===== src/design/order_flow_window_stats_unit_macros.svh =====
// Assertion macros for the order flow window statistics unit.
// Included by the top level only; no other dependencies.
`ifndef ORDER_FLOW_WINDOW_STATS_UNIT_MACROS_SVH
`define ORDER_FLOW_WINDOW_STATS_UNIT_MACROS_SVH

// Property that must hold on every clock edge outside reset.
`define OFW_ASSERT(label, clk, rst, prop, msg) \
   label: assert property (@(posedge clk) disable iff (rst) (prop)) else $error(msg);

// Property that must hold on every clock edge, reset included.
`define OFW_ASSERT_ALWAYS(label, clk, prop, msg) \
   label: assert property (@(posedge clk) (prop)) else $error(msg);

`endif


===== src/design/ofws_pkg.sv =====
// Shared types and constants for the order flow window statistics unit.
// No dependencies.
package ofws_pkg;
   localparam int PRICE_BITS  = 24;
   localparam int VOLUME_BITS = 20;
   localparam int SUM_BITS    = 31;
   localparam int QUO_BITS    = 40;
   localparam int DEN_BITS    = 32;
   localparam int DIV_CNT_BITS = 6;

   // Division jobs, in issue order.
   typedef enum logic [2:0] {
      DIV_DELTA   = 3'd0,
      DIV_ASK_AVG = 3'd1,
      DIV_BID_AVG = 3'd2,
      DIV_DENSITY = 3'd3,
      DIV_NORM    = 3'd4
   } div_sel_type;

   localparam div_sel_type DIV_LAST = DIV_NORM;

   // Controller to datapath.
   typedef struct packed {
      logic        take;       // load and apply one record
      logic        div_start;  // start the division chosen by div_sel
      div_sel_type div_sel;
      logic        div_store;  // store the finished quotient
      logic        finish;     // record peak volume, clear window state
   } cmd_type;

   // Datapath to controller.
   typedef struct packed {
      logic div_done;
   } sts_type;
endpackage


===== src/design/order_flow_window_stats_unit.sv =====
// Order flow window statistics unit: each accepted record is applied directly
// to the window state (ready is high whenever the block is idle). The window's
// last record starts five divisions in turn on one shared radix-2 divider, and
// input is held off until the result transfer completes. Depends on ofws_pkg,
// ofws_ctrl and ofws_datapath.
`include "order_flow_window_stats_unit_macros.svh"
module order_flow_window_stats_unit (
   input  logic        clock,
   input  logic        reset,
   input  logic        req_valid,
   output logic        req_ready,
   input  logic [1:0]  req_record_kind,
   input  logic [ofws_pkg::PRICE_BITS-1:0]  req_price_ticks,
   input  logic [ofws_pkg::VOLUME_BITS-1:0] req_trade_volume,
   input  logic        req_last_in_window,
   output logic        rsp_valid,
   input  logic        rsp_ready,
   output logic signed [24:0] rsp_delta_ratio,
   output logic signed [32:0] rsp_imbalance,
   output logic [31:0] rsp_ask_tick_avg,
   output logic [31:0] rsp_bid_tick_avg,
   output logic [31:0] rsp_range_density,
   output logic [23:0] rsp_range_ticks,
   output logic signed [24:0] rsp_net_ticks,
   output logic signed [1:0]  rsp_rotation_side,
   output logic signed [24:0] rsp_rotation_start,
   output logic signed [24:0] rsp_rotation_length,
   output logic [8:0]  rsp_volume_norm,
   output logic [31:0] rsp_total_volume,
   input  logic        csr_valid,
   output logic        csr_ready,
   input  logic [15:0] csr_data
);
   import ofws_pkg::*;

   cmd_type     cmd;
   sts_type     sts;
   logic [15:0] min_rot_ff;
   logic        last_take;

   // Configuration register, always ready.
   assign csr_ready = 1'b1;
   always_ff @(posedge clock) begin
      if (reset) min_rot_ff <= 16'd1;
      else if (csr_valid) min_rot_ff <= csr_data;
   end

   ofws_ctrl u_ctrl (
      .clock     (clock),
      .reset     (reset),
      .in_valid  (req_valid),
      .in_last   (req_last_in_window),
      .in_ready  (req_ready),
      .out_valid (rsp_valid),
      .out_ready (rsp_ready),
      .cmd       (cmd),
      .sts       (sts)
   );

   ofws_datapath u_dp (
      .clock          (clock),
      .reset          (reset),
      .cmd            (cmd),
      .sts            (sts),
      .min_rot        (min_rot_ff),
      .kind           (req_record_kind),
      .price          (req_price_ticks),
      .volume         (req_trade_volume),
      .delta_ratio    (rsp_delta_ratio),
      .imbalance      (rsp_imbalance),
      .ask_avg        (rsp_ask_tick_avg),
      .bid_avg        (rsp_bid_tick_avg),
      .vol_density    (rsp_range_density),
      .range_ticks    (rsp_range_ticks),
      .px_move        (rsp_net_ticks),
      .rotation_side  (rsp_rotation_side),
      .rotation_start (rsp_rotation_start),
      .rot_span       (rsp_rotation_length),
      .volume_norm    (rsp_volume_norm),
      .total_volume   (rsp_total_volume)
   );

   assign last_take = req_valid && req_ready && req_last_in_window;

   `OFW_ASSERT(a_no_take_while_pending, clock, reset, !(rsp_valid && req_ready), "ready during result")
   `OFW_ASSERT(a_rsp_after_last, clock, reset, last_take |=> !req_ready, "intake not stopped")
   `OFW_ASSERT(a_side_valid, clock, reset, rsp_rotation_side != 2'sb10, "bad rotation side")
endmodule


===== src/design/ofws_ctrl.sv =====
// Controller of the order flow window statistics unit.
// Depends on ofws_pkg.
module ofws_ctrl (
   input  logic              clock,
   input  logic              reset,
   input  logic              in_valid,
   input  logic              in_last,
   output logic              in_ready,
   output logic              out_valid,
   input  logic              out_ready,
   output ofws_pkg::cmd_type cmd,
   input  ofws_pkg::sts_type sts
);
   import ofws_pkg::*;

   typedef enum logic [3:0] {
      ST_IDLE = 4'b0001,
      ST_DIV  = 4'b0010,
      ST_WAIT = 4'b0100,
      ST_OUT  = 4'b1000
   } state_type;

   state_type   state_ff, state_in;
   div_sel_type sel_ff, sel_in;

   assign in_ready  = (state_ff == ST_IDLE);
   assign out_valid = (state_ff == ST_OUT);

   // Sequence record intake, five divisions and the result transfer.
   always_comb begin
      state_in      = state_ff;
      sel_in        = sel_ff;
      cmd           = '0;
      cmd.div_sel   = sel_ff;
      case (state_ff)
         ST_IDLE: begin
            if (in_valid) begin
               cmd.take = 1'b1;
               if (in_last) begin
                  state_in = ST_DIV;
                  sel_in   = DIV_DELTA;
               end
            end
         end
         ST_DIV: begin
            cmd.div_start = 1'b1;
            state_in      = ST_WAIT;
         end
         ST_WAIT: begin
            if (sts.div_done) begin
               cmd.div_store = 1'b1;
               if (sel_ff == DIV_LAST) begin
                  state_in = ST_OUT;
               end else begin
                  sel_in   = div_sel_type'(sel_ff + 3'd1);
                  state_in = ST_DIV;
               end
            end
         end
         ST_OUT: begin
            if (out_ready) begin
               cmd.finish = 1'b1;
               state_in   = ST_IDLE;
            end
         end
         default: state_in = ST_IDLE;
      endcase
   end

   always_ff @(posedge clock) begin
      if (reset) begin
         state_ff <= ST_IDLE;
         sel_ff   <= DIV_DELTA;
      end else begin
         state_ff <= state_in;
         sel_ff   <= sel_in;
      end
   end
endmodule


===== src/design/ofws_divider.sv =====
// Radix-2 restoring divider shared by all result divisions.
// Depends on ofws_pkg.
module ofws_divider (
   input  logic                          clock,
   input  logic                          reset,
   input  logic                          start,
   input  logic [ofws_pkg::QUO_BITS-1:0] dividend,
   input  logic [ofws_pkg::DEN_BITS-1:0] divisor,
   output logic                          done,
   output logic [ofws_pkg::QUO_BITS-1:0] quotient
);
   import ofws_pkg::*;

   logic [QUO_BITS-1:0]     quo_ff, quo_in;
   logic [DEN_BITS-1:0]     rem_ff, rem_in;
   logic [DEN_BITS-1:0]     den_ff;
   logic [DIV_CNT_BITS-1:0] cnt_ff, cnt_in;
   logic                    busy_ff, busy_in, done_ff, done_in;
   logic [DEN_BITS:0]       trial;

   // One quotient bit per cycle, most significant first.
   always_comb begin
      quo_in  = quo_ff;
      rem_in  = rem_ff;
      cnt_in  = cnt_ff;
      busy_in = busy_ff;
      done_in = 1'b0;
      trial   = {rem_ff, quo_ff[QUO_BITS-1]};
      if (start) begin
         quo_in  = dividend;
         rem_in  = '0;
         cnt_in  = DIV_CNT_BITS'(QUO_BITS - 1);
         busy_in = 1'b1;
      end else if (busy_ff) begin
         if (trial >= {1'b0, den_ff}) begin
            rem_in = DEN_BITS'(trial - {1'b0, den_ff});
            quo_in = {quo_ff[QUO_BITS-2:0], 1'b1};
         end else begin
            rem_in = trial[DEN_BITS-1:0];
            quo_in = {quo_ff[QUO_BITS-2:0], 1'b0};
         end
         cnt_in = cnt_ff - 1'b1;
         if (cnt_ff == '0) begin
            busy_in = 1'b0;
            done_in = 1'b1;
         end
      end
   end

   always_ff @(posedge clock) begin
      if (reset) begin
         busy_ff <= 1'b0;
         done_ff <= 1'b0;
      end else begin
         busy_ff <= busy_in;
         done_ff <= done_in;
      end
      quo_ff <= quo_in;
      rem_ff <= rem_in;
      cnt_ff <= cnt_in;
      if (start) den_ff <= divisor;
   end

   assign done     = done_ff;
   assign quotient = quo_ff;
endmodule


===== src/design/ofws_datapath.sv =====
// Datapath: window accumulators, rotation tracking and result assembly.
// Depends on ofws_pkg and ofws_divider.
module ofws_datapath (
   input  logic                             clock,
   input  logic                             reset,
   input  ofws_pkg::cmd_type                cmd,
   output ofws_pkg::sts_type                sts,
   input  logic [15:0]                      min_rot,
   input  logic [1:0]                       kind,
   input  logic [ofws_pkg::PRICE_BITS-1:0]  price,
   input  logic [ofws_pkg::VOLUME_BITS-1:0] volume,
   output logic signed [24:0]               delta_ratio,
   output logic signed [32:0]               imbalance,
   output logic [31:0]                      ask_avg,
   output logic [31:0]                      bid_avg,
   output logic [31:0]                      vol_density,
   output logic [23:0]                      range_ticks,
   output logic signed [24:0]               px_move,
   output logic signed [1:0]                rotation_side,
   output logic signed [24:0]               rotation_start,
   output logic signed [24:0]               rot_span,
   output logic [8:0]                       volume_norm,
   output logic [31:0]                      total_volume
);
   import ofws_pkg::*;

   localparam logic [SUM_BITS-1:0]   SUM_MAX   = '1;
   localparam logic [PRICE_BITS-1:0] PRICE_MAX = '1;

   logic [SUM_BITS-1:0]   bid_sum_ff, ask_sum_ff;
   logic [31:0]           bid_tick_ff, ask_tick_ff, peak_ff;
   logic [PRICE_BITS-1:0] first_ff, last_ff, prev_bid_ff, prev_ask_ff;
   logic [PRICE_BITS-1:0] high_ff, low_ff, sw_high_ff, sw_low_ff;
   logic                  seen_ff;
   logic signed [24:0]    exc_ff;
   logic signed [1:0]     side_ff;

   logic [SUM_BITS-1:0]   bid_sum_in, ask_sum_in;
   logic [31:0]           bid_tick_in, ask_tick_in;
   logic [PRICE_BITS-1:0] first_in, last_in, prev_bid_in, prev_ask_in;
   logic [PRICE_BITS-1:0] high_in, low_in, sw_high_in, sw_low_in;
   logic                  seen_in;
   logic signed [24:0]    exc_in;
   logic signed [1:0]     side_in;

   logic [SUM_BITS:0]     vsum;
   logic [32:0]           tsum;
   logic [PRICE_BITS-1:0] pb, pa, sh, sl, drop_hi, rise_lo;

   // Apply one non-quote record to the window and swing state.
   always_comb begin
      bid_sum_in  = bid_sum_ff;  ask_sum_in  = ask_sum_ff;
      bid_tick_in = bid_tick_ff; ask_tick_in = ask_tick_ff;
      first_in    = first_ff;    last_in     = last_ff;
      prev_bid_in = prev_bid_ff; prev_ask_in = prev_ask_ff;
      high_in     = high_ff;     low_in      = low_ff;
      sw_high_in  = sw_high_ff;  sw_low_in   = sw_low_ff;
      seen_in     = seen_ff;     exc_in      = exc_ff;
      side_in     = side_ff;
      vsum = '0; tsum = '0; drop_hi = '0; rise_lo = '0;
      pb = seen_ff ? prev_bid_ff : price;
      pa = seen_ff ? prev_ask_ff : price;
      sh = sw_high_ff; sl = sw_low_ff;
      if (cmd.take && kind != 2'd2) begin
         if (!seen_ff) begin
            first_in = price;
            seen_in  = 1'b1;
         end
         prev_bid_in = pb;
         prev_ask_in = pa;
         if (kind == 2'd0) begin
            vsum = {1'b0, bid_sum_ff} + (SUM_BITS+1)'(volume);
            bid_sum_in = vsum[SUM_BITS] ? SUM_MAX : vsum[SUM_BITS-1:0];
            last_in = price;
            if (price < low_ff) low_in = price;
            if (price < pb) begin
               tsum = {1'b0, bid_tick_ff} + 33'(pb - price);
               bid_tick_in = tsum[32] ? 32'hFFFF_FFFF : tsum[31:0];
            end
            prev_bid_in = price;
         end else if (kind == 2'd1) begin
            vsum = {1'b0, ask_sum_ff} + (SUM_BITS+1)'(volume);
            ask_sum_in = vsum[SUM_BITS] ? SUM_MAX : vsum[SUM_BITS-1:0];
            last_in = price;
            if (price > high_ff) high_in = price;
            if (price > pa) begin
               tsum = {1'b0, ask_tick_ff} + 33'(price - pa);
               ask_tick_in = tsum[32] ? 32'hFFFF_FFFF : tsum[31:0];
            end
            prev_ask_in = price;
         end
         if (price > sh) sh = price;
         if (price < sl) sl = price;
         drop_hi = sh - price;
         rise_lo = price - sl;
         if (32'(drop_hi) >= 32'(min_rot)) begin
            if (side_ff > -2'sd1) begin
               side_in = -2'sd1;
               sl      = price;
               rise_lo = '0;
            end
            if ($signed({1'b0, drop_hi}) > exc_ff) exc_in = $signed({1'b0, drop_hi});
         end
         if (32'(rise_lo) >= 32'(min_rot)) begin
            if (side_in < 2'sd1) begin
               side_in = 2'sd1;
               sh      = price;
            end
            if ($signed({1'b0, rise_lo}) > exc_in) exc_in = $signed({1'b0, rise_lo});
         end
         sw_high_in = sh;
         sw_low_in  = sl;
      end
   end

   // Window totals and division operands.
   logic [SUM_BITS:0]     vol_all;
   logic [31:0]           total;
   logic [31:0]           peak_now;
   logic                  has_range;
   logic [PRICE_BITS-1:0] range;
   logic [QUO_BITS-1:0]   dvd;
   logic [DEN_BITS-1:0]   dvs;
   logic                  div_done;
   logic [QUO_BITS-1:0]   quo;

   assign vol_all   = {1'b0, bid_sum_ff} + {1'b0, ask_sum_ff};
   assign total     = vol_all[31:0];
   assign peak_now  = (total > peak_ff) ? total : peak_ff;
   assign has_range = high_ff > low_ff;
   assign range     = high_ff - low_ff;

   // Zero divisors are replaced by one; the result is overridden on store.
   always_comb begin
      dvd = '0;
      dvs = 32'd1;
      case (cmd.div_sel)
         DIV_DELTA: begin
            dvd = QUO_BITS'({ask_sum_ff, 8'd0});
            dvs = (bid_sum_ff == '0) ? 32'd1 : 32'(bid_sum_ff);
         end
         DIV_ASK_AVG: begin
            dvd = QUO_BITS'(ask_sum_ff);
            dvs = (ask_tick_ff == '0) ? 32'd1 : ask_tick_ff;
         end
         DIV_BID_AVG: begin
            dvd = QUO_BITS'(bid_sum_ff);
            dvs = (bid_tick_ff == '0) ? 32'd1 : bid_tick_ff;
         end
         DIV_DENSITY: begin
            dvd = QUO_BITS'(vol_all);
            dvs = has_range ? 32'(range) : 32'd1;
         end
         DIV_NORM: begin
            dvd = QUO_BITS'({total, 8'd0});
            dvs = (peak_now == '0) ? 32'd1 : peak_now;
         end
         default: ;
      endcase
   end

   ofws_divider u_div (
      .clock    (clock),
      .reset    (reset),
      .start    (cmd.div_start),
      .dividend (dvd),
      .divisor  (dvs),
      .done     (div_done),
      .quotient (quo)
   );
   assign sts.div_done = div_done;

   // Result registers.
   logic signed [24:0] delta_ff;
   logic [31:0]        ask_avg_ff, bid_avg_ff, dens_ff;
   logic [8:0]         norm_ff;

   always_ff @(posedge clock) begin
      if (cmd.div_store) begin
         case (cmd.div_sel)
            DIV_DELTA: begin
               if (bid_sum_ff == '0) delta_ff <= -25'sd256;
               else if (quo > QUO_BITS'(24'hFF_FFFF)) delta_ff <= 25'sh0FF_FFFF;
               else delta_ff <= $signed({1'b0, quo[23:0]});
            end
            DIV_ASK_AVG: ask_avg_ff <= (ask_tick_ff == '0) ? '0 : quo[31:0];
            DIV_BID_AVG: bid_avg_ff <= (bid_tick_ff == '0) ? '0 : quo[31:0];
            DIV_DENSITY: dens_ff    <= has_range ? quo[31:0] : '0;
            DIV_NORM:    norm_ff    <= (peak_now == '0) ? '0 : quo[8:0];
            default: ;
         endcase
      end
   end

   assign delta_ratio    = delta_ff;
   assign imbalance      = $signed(33'(ask_sum_ff)) - $signed(33'(bid_sum_ff));
   assign ask_avg        = ask_avg_ff;
   assign bid_avg        = bid_avg_ff;
   assign vol_density    = dens_ff;
   assign range_ticks    = has_range ? 24'(range) : '0;
   assign px_move        = $signed(25'(last_ff)) - $signed(25'(first_ff));
   assign rotation_side  = side_ff;
   assign rotation_start = (side_ff == 2'sd1)  ? $signed(25'(sw_low_ff)) :
                           (side_ff == -2'sd1) ? $signed(25'(sw_high_ff)) : -25'sd1;
   assign rot_span       = exc_ff;
   assign volume_norm    = norm_ff;
   assign total_volume   = total;

   // Update state; clear the window after the result transfer.
   always_ff @(posedge clock) begin
      if (reset || cmd.finish) begin
         bid_sum_ff  <= '0;  ask_sum_ff  <= '0;
         bid_tick_ff <= '0;  ask_tick_ff <= '0;
         first_ff    <= '0;  last_ff     <= '0;
         prev_bid_ff <= '0;  prev_ask_ff <= '0;
         high_ff     <= '0;  low_ff      <= PRICE_MAX;
         seen_ff     <= 1'b0;
         exc_ff      <= -25'sd1;
      end else begin
         bid_sum_ff  <= bid_sum_in;  ask_sum_ff  <= ask_sum_in;
         bid_tick_ff <= bid_tick_in; ask_tick_ff <= ask_tick_in;
         first_ff    <= first_in;    last_ff     <= last_in;
         prev_bid_ff <= prev_bid_in; prev_ask_ff <= prev_ask_in;
         high_ff     <= high_in;     low_ff      <= low_in;
         seen_ff     <= seen_in;     exc_ff      <= exc_in;
      end
      if (reset) begin
         side_ff    <= '0;
         sw_high_ff <= '0;
         sw_low_ff  <= PRICE_MAX;
         peak_ff    <= '0;
      end else begin
         side_ff    <= side_in;
         sw_high_ff <= sw_high_in;
         sw_low_ff  <= sw_low_in;
         if (cmd.finish) peak_ff <= peak_now;
      end
   end
endmodule


===== config.mk =====
export PLATFORM = sky130hd
export DESIGN_NAME = order_flow_window_stats_unit
export DESIGN_NICKNAME = d
export VERILOG_FILES = /design/src/design/ofws_pkg.sv /design/src/design/order_flow_window_stats_unit.sv /design/src/design/ofws_ctrl.sv /design/src/design/ofws_divider.sv /design/src/design/ofws_datapath.sv
export VERILOG_INCLUDE_DIRS = /design/src /design/src/design
export SDC_FILE = /design/constraint.sdc
export NUM_CORES = 2
export LEC_CHECK = 0
export BUFFER_PORTS_ARGS = -buffer_cell sky130_fd_sc_hd__buf_2
export CAP_MARGIN = 10
export CORE_ASPECT_RATIO = 1.25
export CORE_MARGIN = 1
export CORE_UTILIZATION = 50
export DETAILED_ROUTE_END_ITERATION = 10
export PLACE_DENSITY = 0.68
export SYNTH_ARGS = -nofsm -noshare
export SYNTH_HDL_FRONTEND = slang
export SYNTH_SLANG_ARGS = --single-unit

===== constraint.sdc =====
create_clock -name clock -period 27.5 [get_ports clock]
set_input_delay 4.125 -clock clock [delete_from_list [all_inputs] [get_ports clock]]
set_output_delay 4.125 -clock clock [all_outputs]
set_load 0.01 [all_outputs]

==> impl_results.md <==
- Status: complete, no violations
- Mean Syn Cell Area: 8.252 um2
- Final hold slack: 0.4536 ns
- DIE HEIGHT: 348.8 um
- Die Span X: 279.5 um
- Worst hold start: u_dp.first_ff[19]
- Max IR drop VDD: 0.05693 mV
- Clock slew at reported path FFs: 0.06 ns
- WS Path Type: in2reg
- Nets: 6714
- Main synth FF type: dfxtp_1
- Slew margin rel.: 0.2217
- PostCTS Resize Cnt: 0
- Port Buffers: 365
- Seq cells post-synth: 643
- Vias per cell: 6.017
- Setup slack after layout: 12.58 ns
- Post-CTS setup buffer count: 0
- Post-synth EDFFs: 202
- Vias in the first global route: 42100
- Max clock buf depth: 3
- CP Max Fanout: 50
- DRT iter0 DRCs: 3664
- Synth top cells by count: a21oi_1 (591), ha_1 (553), nand2_1 (518)
- RSZ-0062 raised after global routing: false
- H-tree lvl count: 3
- Pre-CTS setup slack: 12.14 ns
- Crit. End Element: flop
- Hold Path End: u_dp.first_ff[19]
- GP Congestion: 1.020
- Max cap viols: 0
- Hold Path Class: reg2reg
- Hold_buf cts: 0
- Reg2reg path depth: 43
- Starting density of the core: 0.5069
- Synth async-reset ratio: 0
- Cell Area, Synth: 48110 um2
- Core area: 94910 um2
- Post-Route WL: 163.0 mm
- Seq/Total Area, Yosys: 0.3096
- Ports: 367
- DRC: 0
- Final number of max-transition violations: 0
- Worst path slowest cell: o21ai_2
- Area leader, netlist: dfxtp_1
- Sink Count: 643
- DRT Pass-1 Iters: 9
- CTS tree: done
- Grt ovf: 0
- Critical path startpoint category: primary input
- Final setup TNS: 0 ns
- Wire per inst: 21.98 um
- Max Clock Freq: 67.04 MHz
- Antenna Nets Post-Route: 0
- Placed Cells incl. Taps: 7284
- Share of post-route cells with drive strength above 1: 0.1089
- Post-synth cell types: 100
- Setup Skew: 0.03271 ns
- FF-to-FF End: u_dp.rot_span[1]
- Finished Layout Cells: 7416
- Top-area cell type share of the netlist area: 0.1835
- Worst-Margin Slew: 1.167 ns
- Final HPWL DP: 123.4 mm
- Crit path time final: 14.92 ns
- FF-to-FF setup slack: 15.77 ns
- Final hold violations: 0
- First-pass GRT wire length: 247.0 mm
- Syn nets: 6464
- Num CTS Buffers: 74
- Worst hold path depth: 2
- Row count: 126
- Static leakage: 0.02375 uW
- Tot Pwr: 4968 uW
- Layout area overhead: 11.62%
- Ranking of synthesized cells by area: dfxtp_1 (18%), ha_1 (14%), edfxtp_1 (13%)
- Worst-Skew Late Latency: 0.65 ns
- Largest net degree at the start of global routing: 91
- Initial antenna violation count: 5
- Die footprint: 97480 um2
- Arr. time, crit path: 15.45 ns
- Post-Synthesis Cells: 5830
- Final setup viols: 0
- Synth warnings: 0
- Clock Tree Root: clkbuf_16
- Period utilisation layout: 0.5425
- CP required: 28.03 ns
- Power Density: 92.52 nW/um2
- Routed vias: 44620
- Top-count cell post-synth: a21oi_1
- Crit path largest cell delay: 0.69 ns
- Worst flop-to-flop path startpoint: u_dp.sw_high_ff[19]
- Total track usage: 0.3250
per-layer routing:
metal | part of all wire | track usage | vias to the layer above
met3 | 0.065 | 0.04513 | 415
met4 | 0.065 | 0.1969 | 8
met2 | 0.47 | 0.5488 | 1668
li1 | - | - | 21510
met1 | 0.40 | 0.3913 | 21030
met5 | 0.00029 | 0 | -
cells in the final DEF, fill, tap and decap left out, types with 16 or more instances in the layout:
cell       instances
a211oi_1          39
a21boi_0          26
a21o_1           153
a21oi_1          589
a221oi_1          33
a222oi_1          16
a22o_1            40
a31oi_1           45
and2_1            35
and3_1            79
buf_2            364
buf_4             89
clkbuf_16         76
dfxtp_1          438
edfxtp_1         202
ha_1             552
inv_1            417
mux2i_1          134
nand2_1          518
nand2b_1          74
nand3_1           70
nand4_1           73
nor2_1           438
nor2b_1          128
nor3_1           138
nor4_1            50
o211ai_1          71
o21a_1            56
o21ai_0          396
o21bai_1          41
o22ai_1           31
o31ai_1           20
or2_2             25
or3_1             44
xnor2_1          181
xor2_1           100
cell type report:
type	count	area, um2
Fill cell	8907	41200
Multi-Input combinational cell	4488	30660
Sequential cell	643	14900
Timing Repair Buffer	453	2490
Clock buffer	96	2067
Tap cell	1280	1602
Inverter	420	1577
Clock inverter	35	405.4
Antenna cell	1	2.502
state kept, by name, summed over array words and instances, names as in the netlist, 32 cells and up:
signal	count
u_dp.u_div.quotient	40
u_dp.ask_avg	32
u_dp.ask_tick_ff	32
u_dp.bid_avg	32
u_dp.bid_tick_ff	32
u_dp.peak_ff	32
u_dp.u_div.den_ff	32
u_dp.u_div.rem_ff	32
u_dp.vol_density	32
kinds of logic (layout without fill, tap and decap cells):
kind of cell,after synthesis,in the layout,share of synthesized area
muxes,148,148,0.03194
and+or+nand+nor,1747,1747,0.1747
DFF,643,643,0.3096
AOI/OAI and AO/OA,1745,1745,0.2277
xor gates and xnor gates,281,281,0.05115
other,1,2,0.00007794
buffers and inverters,699,1004,0.05571
adders and majority gates,566,566,0.1492
critical path, delay by kind of cell:
kind                       cells  cell delay, ns
AOI/OAI and AO/OA             21            4.58
and+or+nand+nor               11            3.14
adders and majority gates      5            1.52
buffers and inverters          3            1.05
muxes                          2            0.65
xor gates and xnor gates       1            0.38
metrics by stage:
step | util | instance area, um2
after floorplan | - | 48110
after global placement | 0.5398 | 51230
after detailed placement | 0.5398 | 51230
after CTS | 0.5658 | 53700
after global routing | 0.5659 | 53700
final | 0.5659 | 53700
worst max path at each step:
stage,from,to
floorplan,req_price_ticks[23],u_dp.rot_span[10]
global placement,req_price_ticks[23],u_dp.rot_span[1]
detailed placement,req_price_ticks[23],u_dp.rot_span[1]
CTS,req_price_ticks[23],u_dp.rot_span[1]
global route,req_price_ticks[23],u_dp.rot_span[1]
finish,req_price_ticks[23],u_dp.rot_span[1]
report_power, final:
| part | total [uW] | leakage, uW | switching (uW) | internal (uW) |
|---|---|---|---|---|
| clock network | 1030 | 0.00121 | 428 | 606 |
| logic | 2650 | 0.0171 | 1610 | 1040 |
| registers | 1280 | 0.00547 | 142 | 1140 |
Power figures use the tool's default switching activity.
